### config.mk
export PLATFORM = sky130hd
export DESIGN_NAME = source_text_tokenizer_core
export DESIGN_NICKNAME = d
export VERILOG_FILES = /design/src/hw/rtl/sttk_pkg.sv /design/src/hw/rtl/sttk_front.sv /design/src/hw/rtl/sttk_queue.sv /design/src/hw/rtl/sttk_back.sv /design/src/hw/rtl/source_text_tokenizer_core.sv
export SDC_FILE = /design/constraint.sdc
export NUM_CORES = 1
export LEC_CHECK = 0
export ABC_AREA = 1
export BUFFER_PORTS_ARGS = -buffer_cell sky130_fd_sc_hd__clkbuf_2
export CAP_MARGIN = 20
export CORE_MARGIN = 4
export CORE_UTILIZATION = 55
export DETAILED_ROUTE_END_ITERATION = 12
export PLACE_DENSITY = 0.72
export SLEW_MARGIN = 20
export SYNTH_ARGS = -nofsm -noshare
export SYNTH_HDL_FRONTEND = slang
export SYNTH_SLANG_ARGS = --single-unit
export TNS_END_PERCENT = 5
### constraint.sdc
create_clock -name clk -period 36.6 [get_ports clk]
set_clock_uncertainty 0.05 [all_clocks]
set_input_delay 5.49 -clock clk [delete_from_list [all_inputs] [get_ports clk]]
set_output_delay 5.49 -clock clk [all_outputs]
set_load 0.005 [all_outputs]
### src/hw/rtl/sttk_pkg.sv
`timescale 1ns / 1ps
// ----------------------------------------------------------------------------
// Source text tokenizer package
// Token kinds, keyword patterns, sizing constants and the queue entry type
// that the scanner front end hands to the token emitter.
// ----------------------------------------------------------------------------
package sttk_pkg;

    // Default length caps for identifiers and numbers.
    localparam int MAX_IDENT_CHARS_DEF   = 19;
    localparam int MAX_NUMBER_DIGITS_DEF = 9;

    // The text fields on the ports always carry this many bytes.
    localparam int TEXT_BYTES = 19;
    localparam int TEXT_W     = TEXT_BYTES * 8;
    localparam int NUMBER_W   = 30;
    localparam int LENGTH_W   = 5;

    // Entries in the queue between the front end and the emitter.
    localparam int QUEUE_DEPTH = 4;

    // Token kinds as seen on the kind port.
    typedef enum logic [2:0] {
        KIND_END    = 3'd0,
        KIND_FN     = 3'd1,
        KIND_INT    = 3'd2,
        KIND_YELL   = 3'd3,
        KIND_IDENT  = 3'd4,
        KIND_NUMBER = 3'd5,
        KIND_CHAR   = 3'd6
    } kind_t;

    // Keywords packed with the first character in the lowest byte.
    localparam logic [31:0] KW_FN_TEXT   = 32'h0000_6E66;
    localparam logic [31:0] KW_INT_TEXT  = 32'h0074_6E69;
    localparam logic [31:0] KW_YELL_TEXT = 32'h6C6C_6579;
    localparam logic [LENGTH_W-1:0] KW_FN_LEN   = 5'd2;
    localparam logic [LENGTH_W-1:0] KW_INT_LEN  = 5'd3;
    localparam logic [LENGTH_W-1:0] KW_YELL_LEN = 5'd4;

    // Special bytes.
    localparam logic [7:0] CHAR_HASH = 8'h23;
    localparam logic [7:0] CHAR_LF   = 8'h0A;
    localparam logic [7:0] CHAR_CR   = 8'h0D;

    // Results of one input byte: an optional flushed identifier or number,
    // then an optional character or end token.
    typedef struct packed {
        logic                has_first;
        kind_t               first_kind;
        logic [NUMBER_W-1:0] first_number;
        logic [LENGTH_W-1:0] first_length;
        logic [TEXT_W-1:0]   first_text;
        logic                has_second;
        kind_t               second_kind;
        logic [7:0]          second_char;
    } entry_t;

endpackage

### src/hw/rtl/sttk_front.sv
`timescale 1ns / 1ps
// ----------------------------------------------------------------------------
// Source text tokenizer scanner front end
// Accepts one byte per cycle while the queue has room, classifies it, tracks the
// pending identifier or number and pushes the tokens that each byte completes into the queue.
// ----------------------------------------------------------------------------
module sttk_front #(
    parameter int MAX_IDENT_CHARS   = sttk_pkg::MAX_IDENT_CHARS_DEF,
    parameter int MAX_NUMBER_DIGITS = sttk_pkg::MAX_NUMBER_DIGITS_DEF
) (
    input  logic              clk,
    input  logic              rst_n,
    input  logic              src_valid,
    output logic              src_stall,
    input  logic [7:0]        char_code,
    input  logic              end_of_input,
    input  logic              queue_full,
    output logic              push,
    output sttk_pkg::entry_t  push_entry
);

    localparam int CNT_W = $clog2(MAX_IDENT_CHARS + 1);
    localparam int IDX_W = (MAX_IDENT_CHARS > 1) ? $clog2(MAX_IDENT_CHARS) : 1;
    localparam int DIG_W = $clog2(MAX_NUMBER_DIGITS + 1);
    localparam int NW    = sttk_pkg::NUMBER_W;

    typedef enum logic [3:0] {
        MODE_IDLE    = 4'b0001,
        MODE_IDENT   = 4'b0010,
        MODE_NUMBER  = 4'b0100,
        MODE_COMMENT = 4'b1000
    } scan_mode_t;

    scan_mode_t       mode_reg, mode_next;
    logic [CNT_W-1:0] count_reg, count_next;
    logic [NW-1:0]    accum_reg, accum_next;
    logic [DIG_W-1:0] digits_reg, digits_next;
    logic [7:0]       buf_reg [MAX_IDENT_CHARS];

    logic                              accept;
    logic                              is_space, is_alpha, is_digit, is_hash, is_eol;
    logic [3:0]                        digit_val;
    logic                              wr_en;
    logic [IDX_W-1:0]                  wr_idx;
    logic                              do_flush, do_start;
    logic                              second_ok;
    sttk_pkg::kind_t                   second_kind;
    logic [7:0]                        second_char;
    logic [sttk_pkg::TEXT_W-1:0]       held_text;
    logic [sttk_pkg::LENGTH_W-1:0]     held_len;
    sttk_pkg::kind_t                   ident_kind;

    // The queue must have room before a byte transfer is taken.
    assign src_stall = queue_full;
    assign accept    = src_valid && !src_stall;

    // Byte classes.
    assign is_space  = (char_code == 8'd32) || (char_code inside {[8'd9:8'd13]});
    assign is_alpha  = char_code inside {[8'h61:8'h7A], [8'h41:8'h5A]};
    assign is_digit  = char_code inside {[8'h30:8'h39]};
    assign is_hash   = (char_code == sttk_pkg::CHAR_HASH);
    assign is_eol    = (char_code == sttk_pkg::CHAR_LF) || (char_code == sttk_pkg::CHAR_CR);
    assign digit_val = char_code[3:0];

    // Held identifier text, with bytes past the count forced to zero.
    assign held_len = sttk_pkg::LENGTH_W'(count_reg);
    for (genvar i = 0; i < sttk_pkg::TEXT_BYTES; i++) begin : g_text
        if (i < MAX_IDENT_CHARS) begin : g_held
            assign held_text[i*8 +: 8] = (count_reg > CNT_W'(i)) ? buf_reg[i] : 8'h00;
        end else begin : g_unused
            assign held_text[i*8 +: 8] = 8'h00;
        end
    end

    // Keyword classification of the held identifier.
    always_comb
    begin
        ident_kind = sttk_pkg::KIND_IDENT;
        if ((held_len == sttk_pkg::KW_FN_LEN) && (held_text[31:0] == sttk_pkg::KW_FN_TEXT)) begin
            ident_kind = sttk_pkg::KIND_FN;
        end else if ((held_len == sttk_pkg::KW_INT_LEN)
                     && (held_text[31:0] == sttk_pkg::KW_INT_TEXT)) begin
            ident_kind = sttk_pkg::KIND_INT;
        end else if ((held_len == sttk_pkg::KW_YELL_LEN)
                     && (held_text[31:0] == sttk_pkg::KW_YELL_TEXT)) begin
            ident_kind = sttk_pkg::KIND_YELL;
        end
    end

    // Scanner next-state logic for one accepted byte.
    always_comb
    begin
        mode_next   = mode_reg;
        count_next  = count_reg;
        accum_next  = accum_reg;
        digits_next = digits_reg;
        wr_en       = 1'b0;
        wr_idx      = count_reg[IDX_W-1:0];
        do_flush    = 1'b0;
        do_start    = 1'b0;
        second_ok   = 1'b0;
        second_kind = sttk_pkg::KIND_END;
        second_char = 8'h00;

        if (accept) begin
            if (end_of_input) begin
                do_flush  = (mode_reg == MODE_IDENT) || (mode_reg == MODE_NUMBER);
                second_ok = 1'b1;
                mode_next = MODE_IDLE;
            end else begin
                case (mode_reg)
                    MODE_IDENT:
                    begin
                        if ((is_alpha || is_digit) && (count_reg < CNT_W'(MAX_IDENT_CHARS))) begin
                            wr_en      = 1'b1;
                            count_next = count_reg + CNT_W'(1);
                        end else begin
                            do_flush = 1'b1;
                            do_start = 1'b1;
                        end
                    end
                    MODE_NUMBER:
                    begin
                        if (is_digit && (digits_reg < DIG_W'(MAX_NUMBER_DIGITS))) begin
                            accum_next  = {accum_reg[NW-4:0], 3'b000}
                                        + {accum_reg[NW-2:0], 1'b0}
                                        + NW'(digit_val);
                            digits_next = digits_reg + DIG_W'(1);
                        end else begin
                            do_flush = 1'b1;
                            do_start = 1'b1;
                        end
                    end
                    MODE_COMMENT:
                    begin
                        if (is_eol) begin
                            mode_next = MODE_IDLE;
                        end
                    end
                    default:
                    begin
                        do_start = 1'b1;
                    end
                endcase

                // The byte that does not continue a token starts the next one.
                if (do_start) begin
                    if (is_space) begin
                        mode_next = MODE_IDLE;
                    end else if (is_alpha) begin
                        wr_en      = 1'b1;
                        wr_idx     = '0;
                        count_next = CNT_W'(1);
                        mode_next  = MODE_IDENT;
                    end else if (is_digit) begin
                        accum_next  = NW'(digit_val);
                        digits_next = DIG_W'(1);
                        mode_next   = MODE_NUMBER;
                    end else if (is_hash) begin
                        mode_next = MODE_COMMENT;
                    end else begin
                        second_ok   = 1'b1;
                        second_kind = sttk_pkg::KIND_CHAR;
                        second_char = char_code;
                        mode_next   = MODE_IDLE;
                    end
                end
            end
        end
    end

    // Queue entry for the tokens completed by this byte.
    always_comb
    begin
        push                    = accept && (do_flush || second_ok);
        push_entry.has_first    = do_flush;
        push_entry.first_kind   = (mode_reg == MODE_IDENT) ? ident_kind : sttk_pkg::KIND_NUMBER;
        push_entry.first_number = (mode_reg == MODE_NUMBER) ? accum_reg : '0;
        push_entry.first_length = (mode_reg == MODE_IDENT) ? held_len : '0;
        push_entry.first_text   = (mode_reg == MODE_IDENT) ? held_text : '0;
        push_entry.has_second   = second_ok;
        push_entry.second_kind  = second_kind;
        push_entry.second_char  = second_char;
    end

    // Scanner control state.
    always_ff @(posedge clk or negedge rst_n)
    begin
        if (!rst_n) begin
            mode_reg   <= MODE_IDLE;
            count_reg  <= '0;
            accum_reg  <= '0;
            digits_reg <= '0;
        end else begin
            mode_reg   <= mode_next;
            count_reg  <= count_next;
            accum_reg  <= accum_next;
            digits_reg <= digits_next;
        end
    end

    // Identifier character buffer; entries are read only below the count.
    always_ff @(posedge clk)
    begin
        if (wr_en) begin
            buf_reg[wr_idx] <= char_code;
        end
    end

endmodule

### src/hw/rtl/sttk_queue.sv
`timescale 1ns / 1ps
// ----------------------------------------------------------------------------
// Source text tokenizer token queue
// A short first-in first-out queue of per-byte token entries between the
// scanner front end and the token emitter.
// ----------------------------------------------------------------------------
module sttk_queue (
    input  logic              clk,
    input  logic              rst_n,
    input  logic              push,
    input  sttk_pkg::entry_t  push_entry,
    output logic              full,
    input  logic              pop,
    output logic              head_valid,
    output sttk_pkg::entry_t  head_entry
);

    localparam int DEPTH = sttk_pkg::QUEUE_DEPTH;
    localparam int PTR_W = (DEPTH > 1) ? $clog2(DEPTH) : 1;
    localparam int CNT_W = $clog2(DEPTH + 1);

    sttk_pkg::entry_t  slot_reg [DEPTH];
    logic [PTR_W-1:0]  wr_ptr_reg, wr_ptr_next;
    logic [PTR_W-1:0]  rd_ptr_reg, rd_ptr_next;
    logic [CNT_W-1:0]  fill_reg, fill_next;
    logic              do_push, do_pop;

    assign full       = (fill_reg == CNT_W'(DEPTH));
    assign head_valid = (fill_reg != '0);
    assign head_entry = slot_reg[rd_ptr_reg];
    assign do_push    = push && !full;
    assign do_pop     = pop && head_valid;

    // Pointer and fill count update with wrap at the depth.
    always_comb
    begin
        wr_ptr_next = wr_ptr_reg;
        rd_ptr_next = rd_ptr_reg;
        if (do_push) begin
            wr_ptr_next = (wr_ptr_reg == PTR_W'(DEPTH - 1)) ? '0 : wr_ptr_reg + PTR_W'(1);
        end
        if (do_pop) begin
            rd_ptr_next = (rd_ptr_reg == PTR_W'(DEPTH - 1)) ? '0 : rd_ptr_reg + PTR_W'(1);
        end
        fill_next = fill_reg + CNT_W'(do_push) - CNT_W'(do_pop);
    end

    always_ff @(posedge clk or negedge rst_n)
    begin
        if (!rst_n) begin
            wr_ptr_reg <= '0;
            rd_ptr_reg <= '0;
            fill_reg   <= '0;
        end else begin
            wr_ptr_reg <= wr_ptr_next;
            rd_ptr_reg <= rd_ptr_next;
            fill_reg   <= fill_next;
        end
    end

    // Entry storage.
    always_ff @(posedge clk)
    begin
        if (do_push) begin
            slot_reg[wr_ptr_reg] <= push_entry;
        end
    end

endmodule

### src/hw/rtl/sttk_back.sv
`timescale 1ns / 1ps
// ----------------------------------------------------------------------------
// Source text tokenizer token emitter
// Takes queue entries and presents their tokens one per transfer through an
// output register, the flushed token before the character or end token.
// ----------------------------------------------------------------------------
module sttk_back (
    input  logic              clk,
    input  logic              rst_n,
    input  logic              head_valid,
    input  sttk_pkg::entry_t  head_entry,
    output logic              pop,
    output logic              tok_valid,
    input  logic              tok_stall,
    output logic [2:0]        kind,
    output logic [7:0]        char_value,
    output logic [29:0]       number_value,
    output logic [4:0]        ident_length,
    output logic [63:0]       ident_text_low,
    output logic [63:0]       ident_text_mid,
    output logic [23:0]       ident_text_high,
    output logic              last_of_run
);

    logic                                valid_reg, valid_next;
    logic                                phase_reg, phase_next;
    sttk_pkg::kind_t                     kind_reg;
    logic [7:0]                          char_reg;
    logic [sttk_pkg::NUMBER_W-1:0]       number_reg;
    logic [sttk_pkg::LENGTH_W-1:0]       length_reg;
    logic [sttk_pkg::TEXT_W-1:0]         text_reg;
    logic                                last_reg;
    logic                                load;
    logic                                emit_first;

    // Load the output register from a valid queue head whenever it is empty or being drained.
    assign load       = head_valid && (!valid_reg || !tok_stall);
    assign emit_first = head_entry.has_first && !phase_reg;

    always_comb
    begin
        pop        = 1'b0;
        phase_next = phase_reg;
        valid_next = valid_reg && tok_stall;
        if (load) begin
            valid_next = 1'b1;
            if (emit_first && head_entry.has_second) begin
                phase_next = 1'b1;
            end else begin
                pop        = 1'b1;
                phase_next = 1'b0;
            end
        end
    end

    always_ff @(posedge clk or negedge rst_n)
    begin
        if (!rst_n) begin
            valid_reg <= 1'b0;
            phase_reg <= 1'b0;
        end else begin
            valid_reg <= valid_next;
            phase_reg <= phase_next;
        end
    end

    // Token payload register.
    always_ff @(posedge clk)
    begin
        if (load) begin
            if (emit_first) begin
                kind_reg   <= head_entry.first_kind;
                char_reg   <= 8'h00;
                number_reg <= head_entry.first_number;
                length_reg <= head_entry.first_length;
                text_reg   <= head_entry.first_text;
                last_reg   <= !head_entry.has_second;
            end else begin
                kind_reg   <= head_entry.second_kind;
                char_reg   <= head_entry.second_char;
                number_reg <= '0;
                length_reg <= '0;
                text_reg   <= '0;
                last_reg   <= 1'b1;
            end
        end
    end

    assign tok_valid       = valid_reg;
    assign kind            = kind_reg;
    assign char_value      = char_reg;
    assign number_value    = number_reg;
    assign ident_length    = length_reg;
    assign ident_text_low  = text_reg[63:0];
    assign ident_text_mid  = text_reg[127:64];
    assign ident_text_high = text_reg[151:128];
    assign last_of_run     = last_reg;

endmodule

### src/hw/rtl/source_text_tokenizer_core.sv
`timescale 1ns / 1ps
// A token completed by a byte transfer is written into the queue slot and then loaded into
// the emitter output register, and transfers from there while tok_stall is low.
// Throughput: one byte and at most one token per cycle, set by the single output register
// of the emitter; a byte giving two tokens takes two output transfers, and src_stall is high
// while the four-entry queue is full.
// Reset: rst_n clears scanner state, queue pointers and output valid; no clearing pass runs.
// ----------------------------------------------------------------------------
// Source text tokenizer core
// Scanner front end, token queue and token emitter joined into one block.
// ----------------------------------------------------------------------------
module source_text_tokenizer_core #(
    parameter int MAX_IDENT_CHARS   = sttk_pkg::MAX_IDENT_CHARS_DEF,
    parameter int MAX_NUMBER_DIGITS = sttk_pkg::MAX_NUMBER_DIGITS_DEF
) (
    input  logic        clk,
    input  logic        rst_n,
    input  logic        src_valid,
    output logic        src_stall,
    input  logic [7:0]  char_code,
    input  logic        end_of_input,
    output logic        tok_valid,
    input  logic        tok_stall,
    output logic [2:0]  kind,
    output logic [7:0]  char_value,
    output logic [29:0] number_value,
    output logic [4:0]  ident_length,
    output logic [63:0] ident_text_low,
    output logic [63:0] ident_text_mid,
    output logic [23:0] ident_text_high,
    output logic        last_of_run
);

    logic              queue_full;
    logic              push;
    sttk_pkg::entry_t  push_entry;
    logic              pop;
    logic              head_valid;
    sttk_pkg::entry_t  head_entry;

    // Scanner front end.
    sttk_front #(
        .MAX_IDENT_CHARS   (MAX_IDENT_CHARS),
        .MAX_NUMBER_DIGITS (MAX_NUMBER_DIGITS)
    ) u_front (
        .clk          (clk),
        .rst_n        (rst_n),
        .src_valid    (src_valid),
        .src_stall    (src_stall),
        .char_code    (char_code),
        .end_of_input (end_of_input),
        .queue_full   (queue_full),
        .push         (push),
        .push_entry   (push_entry)
    );

    // Queue between front end and emitter.
    sttk_queue u_queue (
        .clk        (clk),
        .rst_n      (rst_n),
        .push       (push),
        .push_entry (push_entry),
        .full       (queue_full),
        .pop        (pop),
        .head_valid (head_valid),
        .head_entry (head_entry)
    );

    // Token emitter.
    sttk_back u_back (
        .clk             (clk),
        .rst_n           (rst_n),
        .head_valid      (head_valid),
        .head_entry      (head_entry),
        .pop             (pop),
        .tok_valid       (tok_valid),
        .tok_stall       (tok_stall),
        .kind            (kind),
        .char_value      (char_value),
        .number_value    (number_value),
        .ident_length    (ident_length),
        .ident_text_low  (ident_text_low),
        .ident_text_mid  (ident_text_mid),
        .ident_text_high (ident_text_high),
        .last_of_run     (last_of_run)
    );

endmodule

# Yosys cells after proc, flatten, opt, wreduce, memory -nomap -nowiden
# Memory sizes are Yosys's and may differ from the RTL's.
# Cells that the tools add are included.
dict set report op_classes {
  mux 103
  n_bitwise 1
  n_shift 0
  eq_ne 16
  n_addsub 8
  div_mod_pow 0
  mul 0
  reduce_logical 34
  order_cmp 29
}
# cell count
set op_table {}
lappend op_table {{2-to-1 mux 30 bit} 7}
lappend op_table {{2-to-1 mux 8 bit} 26}
lappend op_table {{2-to-1 mux 152 bit} 1}
lappend op_table {{2-to-1 mux 4 bit} 14}
lappend op_table {{2-to-1 mux 5 bit} 11}
lappend op_table {{greater-than comparator 5 x 4 -> 1 bit (second input constant)} 8}
lappend op_table {{2-to-1 mux 3 bit} 12}
lappend op_table {{equality test 32 x 15 -> 1 bit (second input constant)} 1}
lappend op_table {{equality test 32 x 23 -> 1 bit (second input constant)} 1}
lappend op_table {{equality test 32 x 31 -> 1 bit (second input constant)} 1}
lappend op_table {{adder 30 bit} 1}
lappend op_table {{adder 30 x 4 -> 30 bit} 1}
lappend op_table {{2-to-1 mux 1 bit} 28}
lappend op_table {{greater-than comparator 5 x 3 -> 1 bit (second input constant)} 4}
lappend op_table {{logical AND 1 bit} 17}
lappend op_table {{equality test 8 x 4 -> 1 bit (second input constant)} 2}
lappend op_table {{equality test 8 x 6 -> 1 bit (second input constant)} 2}
lappend op_table {{>= comparator 8 x 7 -> 1 bit (second input constant)} 2}
lappend op_table {{<= comparator 8 x 7 -> 1 bit (second input constant)} 2}
lappend op_table {{greater-than comparator 5 bit (second input constant)} 3}
lappend op_table {{equality test 5 x 2 -> 1 bit (second input constant)} 2}
lappend op_table {{greater-than comparator 5 x 1 -> 1 bit (second input constant)} 2}
lappend op_table {{greater-than comparator 5 x 2 -> 1 bit (second input constant)} 2}
lappend op_table {{nonzero test 3 bit} 3}
lappend op_table {{other kinds (26)} 38}
dict set report totals {
  inputBits 13
  ramBits 964
  rom_bits 0
  ff_bits 251
  wordCells 208
  latch_bits 0
  mem_count 2
  output_inout_bits 201
}
# memory depth width read_ports rd_ports_with_merged_regs wr line_no
set mem_list {}
lappend mem_list {u_queue.slot_reg 4 203 1 0 1 sttk_queue.sv:22} ;# sttk_pkg::entry_t slot_reg [DEPTH];
lappend mem_list {u_front.buf_reg 19 8 19 0 1 sttk_front.sv:38} ;# logic [7:0] buf_reg [MAX_IDENT_CHARS];

# Longest topological paths before layout
# Gate-level depths: netlist (run 1).
dict set report logic_depth {
  depth_word 17
  ltp_mapped 16
  mapped_depth_nobuf 16
}

# By module
# A second synthesis (run 1) with hierarchy kept.
dict set report hier_totals {
  cells_unflattened 4470
  area_unflattened_um2 52579.2
}
# module seq_area_each_um2 instances cells_each area_each_um2
set modules_own_cells {}
lappend modules_own_cells {sttk_queue 24558.6 1 2426 33393.3}
lappend modules_own_cells {sttk_front 5641.7 1 1410 11488.5}
lappend modules_own_cells {sttk_back 6025.8 1 634 7697.4}

# Worst setup path after synthesis (run 1)
# OpenSTA, ideal clock, no wires.
dict set report synth_timing {
  kind {input to register}
  start {input char_code[1]}
  end {memory u_queue.slot_reg[0][0] (netlist bit) (enable)}
  setup_time_ns 1.067
  path_slack_ns 14.726
  required_ns 35.483
  n_path_buf 0
  cell_stages 9
  arrival_time_ns 20.757
  cell_sequence {nor2_2 > nand3_2 > nand3_4 > nand2_2 > nand2_1 > nand2_2 > nand3_1 > nand3_1 > a21boi_0}
}
dict set report synth_via {
  elab_chain_cells 17
  word_cells_on_any_way 39
  classes_between {8 x order compare; 2 x eq/ne; 17 x mux; 12 x reduce/logical}
}
# item line_no
set synth_rtl {}
lappend synth_rtl {{from (decl)} source_text_tokenizer_core.sv:20} ;# input logic [7:0] char_code,
lappend synth_rtl {{>= comparator 8 x 7 -> 1 bit or <= comparator 8 x 7 -> 1 bit (tied branches)} sttk_front.sv:59} ;# assign is_alpha = char_code inside {[8'h61:8'h7A], [8'h41:8'h5A]};
lappend synth_rtl {{logical AND 1 bit} sttk_front.sv:59}
lappend synth_rtl {{nonzero test 2 bit} sttk_front.sv:59}
lappend synth_rtl {{logical OR 1 bit} sttk_front.sv:114} ;# if ((is_alpha || is_digit) && (count_reg < CNT_W'(MAX_IDENT_CHARS))) begin
lappend synth_rtl {{logical AND 1 bit} sttk_front.sv:114}
lappend synth_rtl {{2-to-1 mux 1 bit} sttk_front.sv:114}
lappend synth_rtl {{case mux 1 bit (3 select lines)} sttk_front.sv:111} ;# case (mode_reg)
lappend synth_rtl {{2-to-1 mux 1 bit} sttk_front.sv:106} ;# if (end_of_input) begin
lappend synth_rtl {{2-to-1 mux 1 bit} sttk_front.sv:105} ;# if (accept) begin
lappend synth_rtl {{2-to-1 mux 1 bit} sttk_front.sv:147} ;# if (do_start) begin
lappend synth_rtl {{2-to-1 mux 1 bit} sttk_front.sv:106}
lappend synth_rtl {{2-to-1 mux 1 bit} sttk_front.sv:105}
lappend synth_rtl {{logical OR 1 bit (*)} sttk_front.sv:175} ;# push = accept && (do_flush || second_ok);
lappend synth_rtl {{logical AND 1 bit (*)} sttk_front.sv:175}
lappend synth_rtl {{logical AND 1 bit (*)} sttk_queue.sv:31} ;# assign do_push = push && !full;
lappend synth_rtl {{2-to-1 mux 1 bit (*)} sttk_queue.sv:64} ;# if (do_push) begin
lappend synth_rtl {{2-to-1 mux 1 bit (not written as such) (*)} sttk_queue.sv:65} ;# slot_reg[wr_ptr_reg] <= push_entry;
lappend synth_rtl {{to (decl)} sttk_queue.sv:22}
# Mark *: on every way between the ends. The rest lies on a longest branch, timed or not. The select of a mux whose other input is x is not followed.

# Worst setup path after layout (run 1)
dict set report layout_timing {
  start {input char_code[1]}
  end {memory u_queue.slot_reg[3][84] (netlist bit) (enable)}
}
# The elaborated chain is that of the path after synthesis.

==> qor.yml, run 1 <==
outcome:
  outcome: "finished, final reports clean"
route:
  drc_errors: 0
  num_vias: 31100
  ant_nets: 0
  vias_per_cell: 5.64
  first_pass_iters: 6
  routed_wl_mm: 114
  avgRoutedWirePerCell_um: 20.8
  drt_first_iter_violations: 3327
synth:
  synth_flop_cell: "edfxtp_1"
  synth_most_common_cell: "edfxtp_1"
  synth.top_cell.area_share_pct: 70.9
  syn_area_per_cell_um2: 12.1
  synth.area.top_cells: "edfxtp_1 71%, nor2_1 8.0%, o21ai_0 4.4%"
  ys_types: 49
  postSynthCellCount: 4053
  ys_top_cells_by_count: "1155 x edfxtp_1, 1044 x nor2_1, 439 x nand2_1, 431 x o21ai_0, 230 x a21oi_1"
  syn_area_mm2: 0.0489
  syn_nets: 4137
  async_flop_share_pct: 4.31
  seq_area_frac_synth_pct: 73.5
  synth_warnings: 0
  synth-edff-count: 1155
  synth_top_area_cell: "edfxtp_1"
  ys_ff_latch: 1207
timing:
  rsz0062_at_grt: "false"
  fin_crit_sh_pct: 26.6
  final-max-slew-violation-count: 0
  max_slew_margin_pct: 28.8
  hold_violations: 0
  finalSetupTns_ns: 0
  tightest_slew_ns: 1.07
  fmaxAchievable_mhz: 103
  setup_viol_count_final: 0
  post-route-min-period_ns: 9.75
floorplanning:
  die_w_um: 306
  die_h_um: 306
  fp.coreArea_mm2: 0.0884
  std_cell_rows: 109
  io-pin-count: 214
  start_util_pct: 55.4
  die_area_mm2: 0.0938
pwr:
  irDropWorstVdd_v: 0.0000593
  leakage_nw: 20.3
  powerDensity_mw_per_mm2: 79.6
clock_tree:
  max-clock-path-buffers: 3
  cts-htree-levels: 3
  cts_tree: "yes"
  cts_buffers: 117
  cts_root_buf: "clkbuf_16"
  cts.sinks: 1207
  post_cts_resized: 0
  path_clk_slew_ns: 0.06
  postCtsSetupRepairBufs: 0
  postCtsHoldBufs: 0
  insertion_delay_ns: 0.69
worst_setup_path:
  reg2reg_from: "u_front.mode_reg[3]"
  startpoint: "char_code[1]"
  path_class: "in2reg"
  reg2regPathDepth: 10
  cp.arrival_ns: 10.01
  r2r_slack_ns: 30.85
  startpoint_type: "input pin"
  critical_path.max_fanout: 66
  r2r-end: "u_queue.slot_reg[3][84]"
  cp-end-kind: "flip-flop"
  worstSetupEndpoint: "u_queue.slot_reg[3][84]"
  required_ns: 36.86
placement:
  gp_congestion: 0.924
  hpwlAfterDp_mm: 67.2
  dp.cells: 5285
  port_buffers: 213
global_route:
  grtUsageMet2_pct: 40.2
  globalRoute.totalOverflow: 0
  use_met1_pct: 33.4
  grt_pass1_wl_mm: 175
  grt_use_met3_pct: 3.14
  grt.total_usage_pct: 24.0
  grt_max_degree: 173
  busiest_layer: "met2"
  grt_pass1_vias: 30000
  antenna_found_initial: 0
min_path:
  hp-class: "reg2reg"
cells_and_area:
  largest_reg_flops: 804
  fin_cells: 5508
  drive_above_1_share_pct: 11.4
  area_growth_pct: 12.3
  final_nets: 4324
  antennaDiodeCount: 0
run:
  cap_violations: 0
## per-stage QoR
step	util [%]	power [mW]	cell area (um^2)	hold WS (ns)	setup WS, ns
3_5_place_dp	57.8	3.20	51100	0.432	25.93
5_1_grt	62.2	4.62	55000	0.474	26.62
3_3_place_gp	57.8	3.17	51100	0.418	26.00
6_report	62.2	4.38	55000	0.446	26.85
2_1_floorplan	-	2.87	48900	0.403	14.73
4_1_cts	62.2	4.40	54900	0.443	26.64
## per-layer routing
layer | up-vias | wire (um)
met5 | - | 0
met4 | 0 | 2850
met3 | 172 | 7780
met2 | 1128 | 56700
met1 | 15300 | 47000
li1 | 14500 | -
## worst max-delay path, stage by stage
cell	delay, ns
clkbuf_2	0.49
nor2_2	0.34
nand3_2	0.12
nand3_4	0.11
nand2_2	0.07
nand2_1	0.08
nand2_2	0.07
nand3_1	0.11
nand3_1	0.45
a21boi_4	0.88
buf_4	0.92
buf_4	0.72
## layout make-up
type / count / area (um^2)
Sequential cell: 1207 / 36000
Fill cell: 6617 / 33400
Multi-Input combinational cell: 2464 / 11500
Clock buffer: 147 / 3110
Tap cell: 1165 / 1460
Timing Repair Buffer: 256 / 1420
Inverter: 194 / 763
Clock inverter: 75 / 753
## cell families after synthesis
kind of cell             synth area share (%)
AO/OA/AOI/OAI                            7.57
flip-flops                               73.5
AND/OR/NAND/NOR                          13.7
XOR/XNOR                                0.179
adder cells (fa/ha/maj)                  1.86
buffers and inverters                    3.15
## where the power goes
part           total, mW  internal, mW  switching (mW)
Clock               1.20         0.695           0.508
Combinational       1.19         0.324           0.869
Sequential          1.98          1.88           0.102
Total               4.38          2.90            1.48
## worst min path at each step
stage | from | endpoint | slack [ns] | cells after the start
floorplan | u_front.accum_reg[29] | u_front.accum_reg[29] | 0.40 | 2
CTS | u_front.mode_reg[0] | u_front.mode_reg[0] | 0.44 | 2
global route | u_front.mode_reg[0] | u_front.mode_reg[0] | 0.47 | 2
finish | u_front.mode_reg[0] | u_front.mode_reg[0] | 0.45 | 2
detailed placement | u_front.mode_reg[0] | u_front.mode_reg[0] | 0.43 | 2
global placement | u_front.accum_reg[29] | u_front.accum_reg[29] | 0.42 | 2
## placed cells by master, fill, tap and decap left out, types with 13 or more instances in the layout
cell type	instances
nand2_1	439
clkinv_2	24
ha_1	68
o21ai_0	430
a21oi_1	230
nand3_1	72
o21ai_1	17
nor3b_1	16
clkinv_1	26
buf_4	39
clkbuf_16	119
dfrtp_1	49
clkbuf_2	213
nor2_1	1044
nand4_1	21
edfxtp_1	1155
clkbuf_1	25
inv_1	178
bufinv_16	13
nor3_1	23
Note: power is estimated with default switching activity, not from simulation.
==> run 2, diff against run 1 <==
--- a/config.mk
+++ b/config.mk
@@ -5,13 +5,13 @@
 export SDC_FILE = /design/constraint.sdc
 export NUM_CORES = 1
 export LEC_CHECK = 0
-export ABC_AREA = 1
+export ABC_AREA = 0
 export BUFFER_PORTS_ARGS = -buffer_cell sky130_fd_sc_hd__clkbuf_2
 export CAP_MARGIN = 20
 export CORE_MARGIN = 4
 export CORE_UTILIZATION = 55
 export DETAILED_ROUTE_END_ITERATION = 12
-export PLACE_DENSITY = 0.72
+export PLACE_DENSITY = 0.75
 export SLEW_MARGIN = 20
 export SYNTH_ARGS = -nofsm -noshare
 export SYNTH_HDL_FRONTEND = slang
==> constraint.sdc (replaced) <==
create_clock -name clk -period 8.3 [get_ports clk]
set_clock_uncertainty 0.05 [all_clocks]
set_input_delay 1.245 -clock clk [delete_from_list [all_inputs] [get_ports clk]]
set_output_delay 1.245 -clock clk [all_outputs]
set_load 0.005 [all_outputs]
==> run 2 against run 1 <==
  * Final area down 3.4%
  * Hold slack better by 0.016 ns
  * Synthesized area down 3.9%
  * Via count down 24%
  * Count of clock-buffer cells in the layout down 15
  * Synthesized cell count down 39%
  * Combinational power rose to 3.6 times the previous value
  * Critical path type unchanged
==> qor.yml, run 2 <==
clock_tree:
  postCtsSetupRepairBufs: 0
  insertion_delay_ns: 0.68
  cts_root_buf: "clkbuf_16"
  cts_buffers: 113
  cts_tree: "yes"
  max-clock-path-buffers: 3
  post_cts_resized: 0
  path_clk_slew_ns: 0.06
  cts-htree-levels: 3
  postCtsHoldBufs: 0
  cts.sinks: 1207
cells_and_area:
  fillers: 5600
  area_growth_pct: 13.0
  drive_above_1_share_pct: 22.7
  fin_cells: 3942
  final_nets: 2791
  layout_common_cells: "1155 x edfxtp_1, 213 x clkbuf_2, 200 x mux4_2"
  mostFrequentLayoutCell: "edfxtp_1"
  largest_reg_flops: 804
route:
  first_pass_iters: 7
  routed_wl_mm: 98.7
  ant_nets: 0
  vias_per_cell: 5.96
  num_vias: 23500
  drt_first_iter_violations: 2473
  drc_errors: 0
  avgRoutedWirePerCell_um: 25.0
synth:
  synth_warnings: 0
  syn_area_per_cell_um2: 19.0
  ys_ff_latch: 1207
  async_flop_share_pct: 4.31
  synth_top_area_cell: "edfxtp_1"
  syn_area_mm2: 0.0470
  ys_top_cells_by_count: "1155 x edfxtp_1, 201 x mux4_2, 198 x and2_1, 198 x and3_1, 86 x clkbuf_1"
  synth_most_common_cell: "edfxtp_1"
  seq_area_frac_synth_pct: 76.5
  synth-edff-count: 1155
  syn_nets: 2554
  synth.area.top_cells: "edfxtp_1 74%, mux4_2 9.6%, dfrtp_1 2.7%"
  postSynthCellCount: 2470
  synth.top_cell.area_share_pct: 73.8
  synth_flop_cell: "edfxtp_1"
  ys_types: 69
global_route:
  grt.total_usage_pct: 22.1
  grt_pass1_wl_mm: 151
  grt_max_degree: 156
  globalRoute.totalOverflow: 0
  grt_pass1_vias: 24100
  antenna_found_initial: 4
worst_setup_path:
  crit_chain: "clkbuf_2 > nor3_1 > and2_1 > o31ai_2 > nor2b_1 > o211ai_1 > a21oi_1 > nor2_2 > nor2b_4 > buf_4 > buf_4"
  reg2reg_from: "u_front.mode_reg[0]"
  r2r_slack_ns: 3.87
  critical_path.max_fanout: 58
  cpPeakStageDelay_ns: 0.78
  r2r-end: "u_queue.slot_reg[2][63]"
  cp-end-kind: "flip-flop"
  reg2regPathDepth: 9
  crit_top_cell: "buf_4"
  cp.arrival_ns: 5.04
  path_class: "in2reg"
  required_ns: 8.55
  startpoint_type: "input pin"
  crit_slowest_cell: "buf_4"
floorplanning:
  die_h_um: 300
  fp.coreArea_mm2: 0.0842
  io-pin-count: 214
  die_area_mm2: 0.0902
  start_util_pct: 55.8
  die_w_um: 300
  std_cell_rows: 106
min_path:
  hold_path_end: "u_queue.fill_reg[2]"
  hp-class: "reg2reg"
  min_path_cells: 1
  hp-start: "u_queue.fill_reg[2]"
timing:
  tightest_slew_ns: 1.13
  rsz0062_at_grt: "false"
  hold_violations: 0
  setup_viol_count_final: 0
  final-max-slew-violation-count: 0
  fmaxAchievable_mhz: 209
  finalSetupTns_ns: 0
  max_slew_margin_pct: 24.8
  post-route-min-period_ns: 4.79
  fin_crit_sh_pct: 57.7
placement:
  hpwlAfterDp_mm: 59.1
  port_buffers: 213
  dp.cells: 3725
  gp_congestion: 0.852
run:
  cap_violations: 0
pwr:
  powerDensity_mw_per_mm2: 342
  irDropWorstVdd_v: 0.000258
  leakage_nw: 19.0
outcome:
  outcome: "finished, final reports clean"
[run 2: report_power, final]
part / internal (mW) / switching, mW / leakage, nW / total, mW
Combinational: 1.83 / 2.41 / 5.54 / 4.24
Clock: 2.97 / 2.18 / 1.84 / 5.15
Sequential: 8.33 / 0.454 / 11.6 / 8.78
Total: 13.1 / 5.05 / 19.0 / 18.2
[run 2: critical path, delay by kind of cell]
family | cells | cell delay (ns)
buffers and inverters | 3 | 1.78
AND/OR/NAND/NOR | 5 | 1.24
AO/OA/AOI/OAI | 3 | 0.65
[run 2: final cells by class]
cell class	count	area, um^2	area share [%]
tap	1134	1420	2.67
sequential	1207	36000	67.7
clock buffer	132	3010	5.67
timing repair buffer	239	1350	2.53
clock inverter	81	744	1.40
inverter	30	115	0.217
antenna	3	7.51	0.0141
multi-input combinational	1116	10500	19.8
[run 2: how the worst max path moves through the flow]
stage,slack (ns),endpoint,start,cells after the start
floorplan,-0.03,u_queue.slot_reg[0][0],char_code[2],9
global placement,2.99,u_queue.slot_reg[2][62],char_code[0],11
detailed placement,2.88,u_queue.slot_reg[2][71],char_code[2],11
CTS,3.61,u_queue.slot_reg[2][60],char_code[2],11
global route,3.29,u_queue.slot_reg[2][67],char_code[4],11
finish,3.51,u_queue.slot_reg[2][63],char_code[4],11
[run 2: cells by family (layout without fill, tap and decap cells)]
logic type               after synthesis  in the layout  synth area share (%)
AO/OA/AOI/OAI                        170            170                  2.20
XOR/XNOR                              28             28                 0.522
adder cells (fa/ha/maj)               71             71                  1.94
buffers and inverters                147            482                  1.27
flip-flops                          1207           1207                  76.5
multiplexers                         206            206                  9.74
other                                  0              3                     0
AND/OR/NAND/NOR                      641            641                  7.80
[run 2: per-stage QoR]
stage | hold WS [ns] | power (mW) | utilization [%] | setup slack (ns) | area (um^2)
detailed placement | 0.453 | 13.2 | 58.6 | 2.88 | 49400
CTS | 0.462 | 18.4 | 63.1 | 3.61 | 53100
floorplan | 0.390 | 11.6 | - | -0.0266 | 47000
global route | 0.482 | 19.0 | 63.1 | 3.29 | 53100
global placement | 0.427 | 13.1 | 58.6 | 2.99 | 49300
finish | 0.462 | 18.2 | 63.1 | 3.51 | 53100
[run 2: per-layer routing]
metal  wire length (um)  vias up  GRT usage, %
met2              50400      949          37.3
met1              40000    12100          30.8
li1                   -    10300             -
met5                 18        -             0
met3               6360      149          3.10
met4               1920        2          5.57
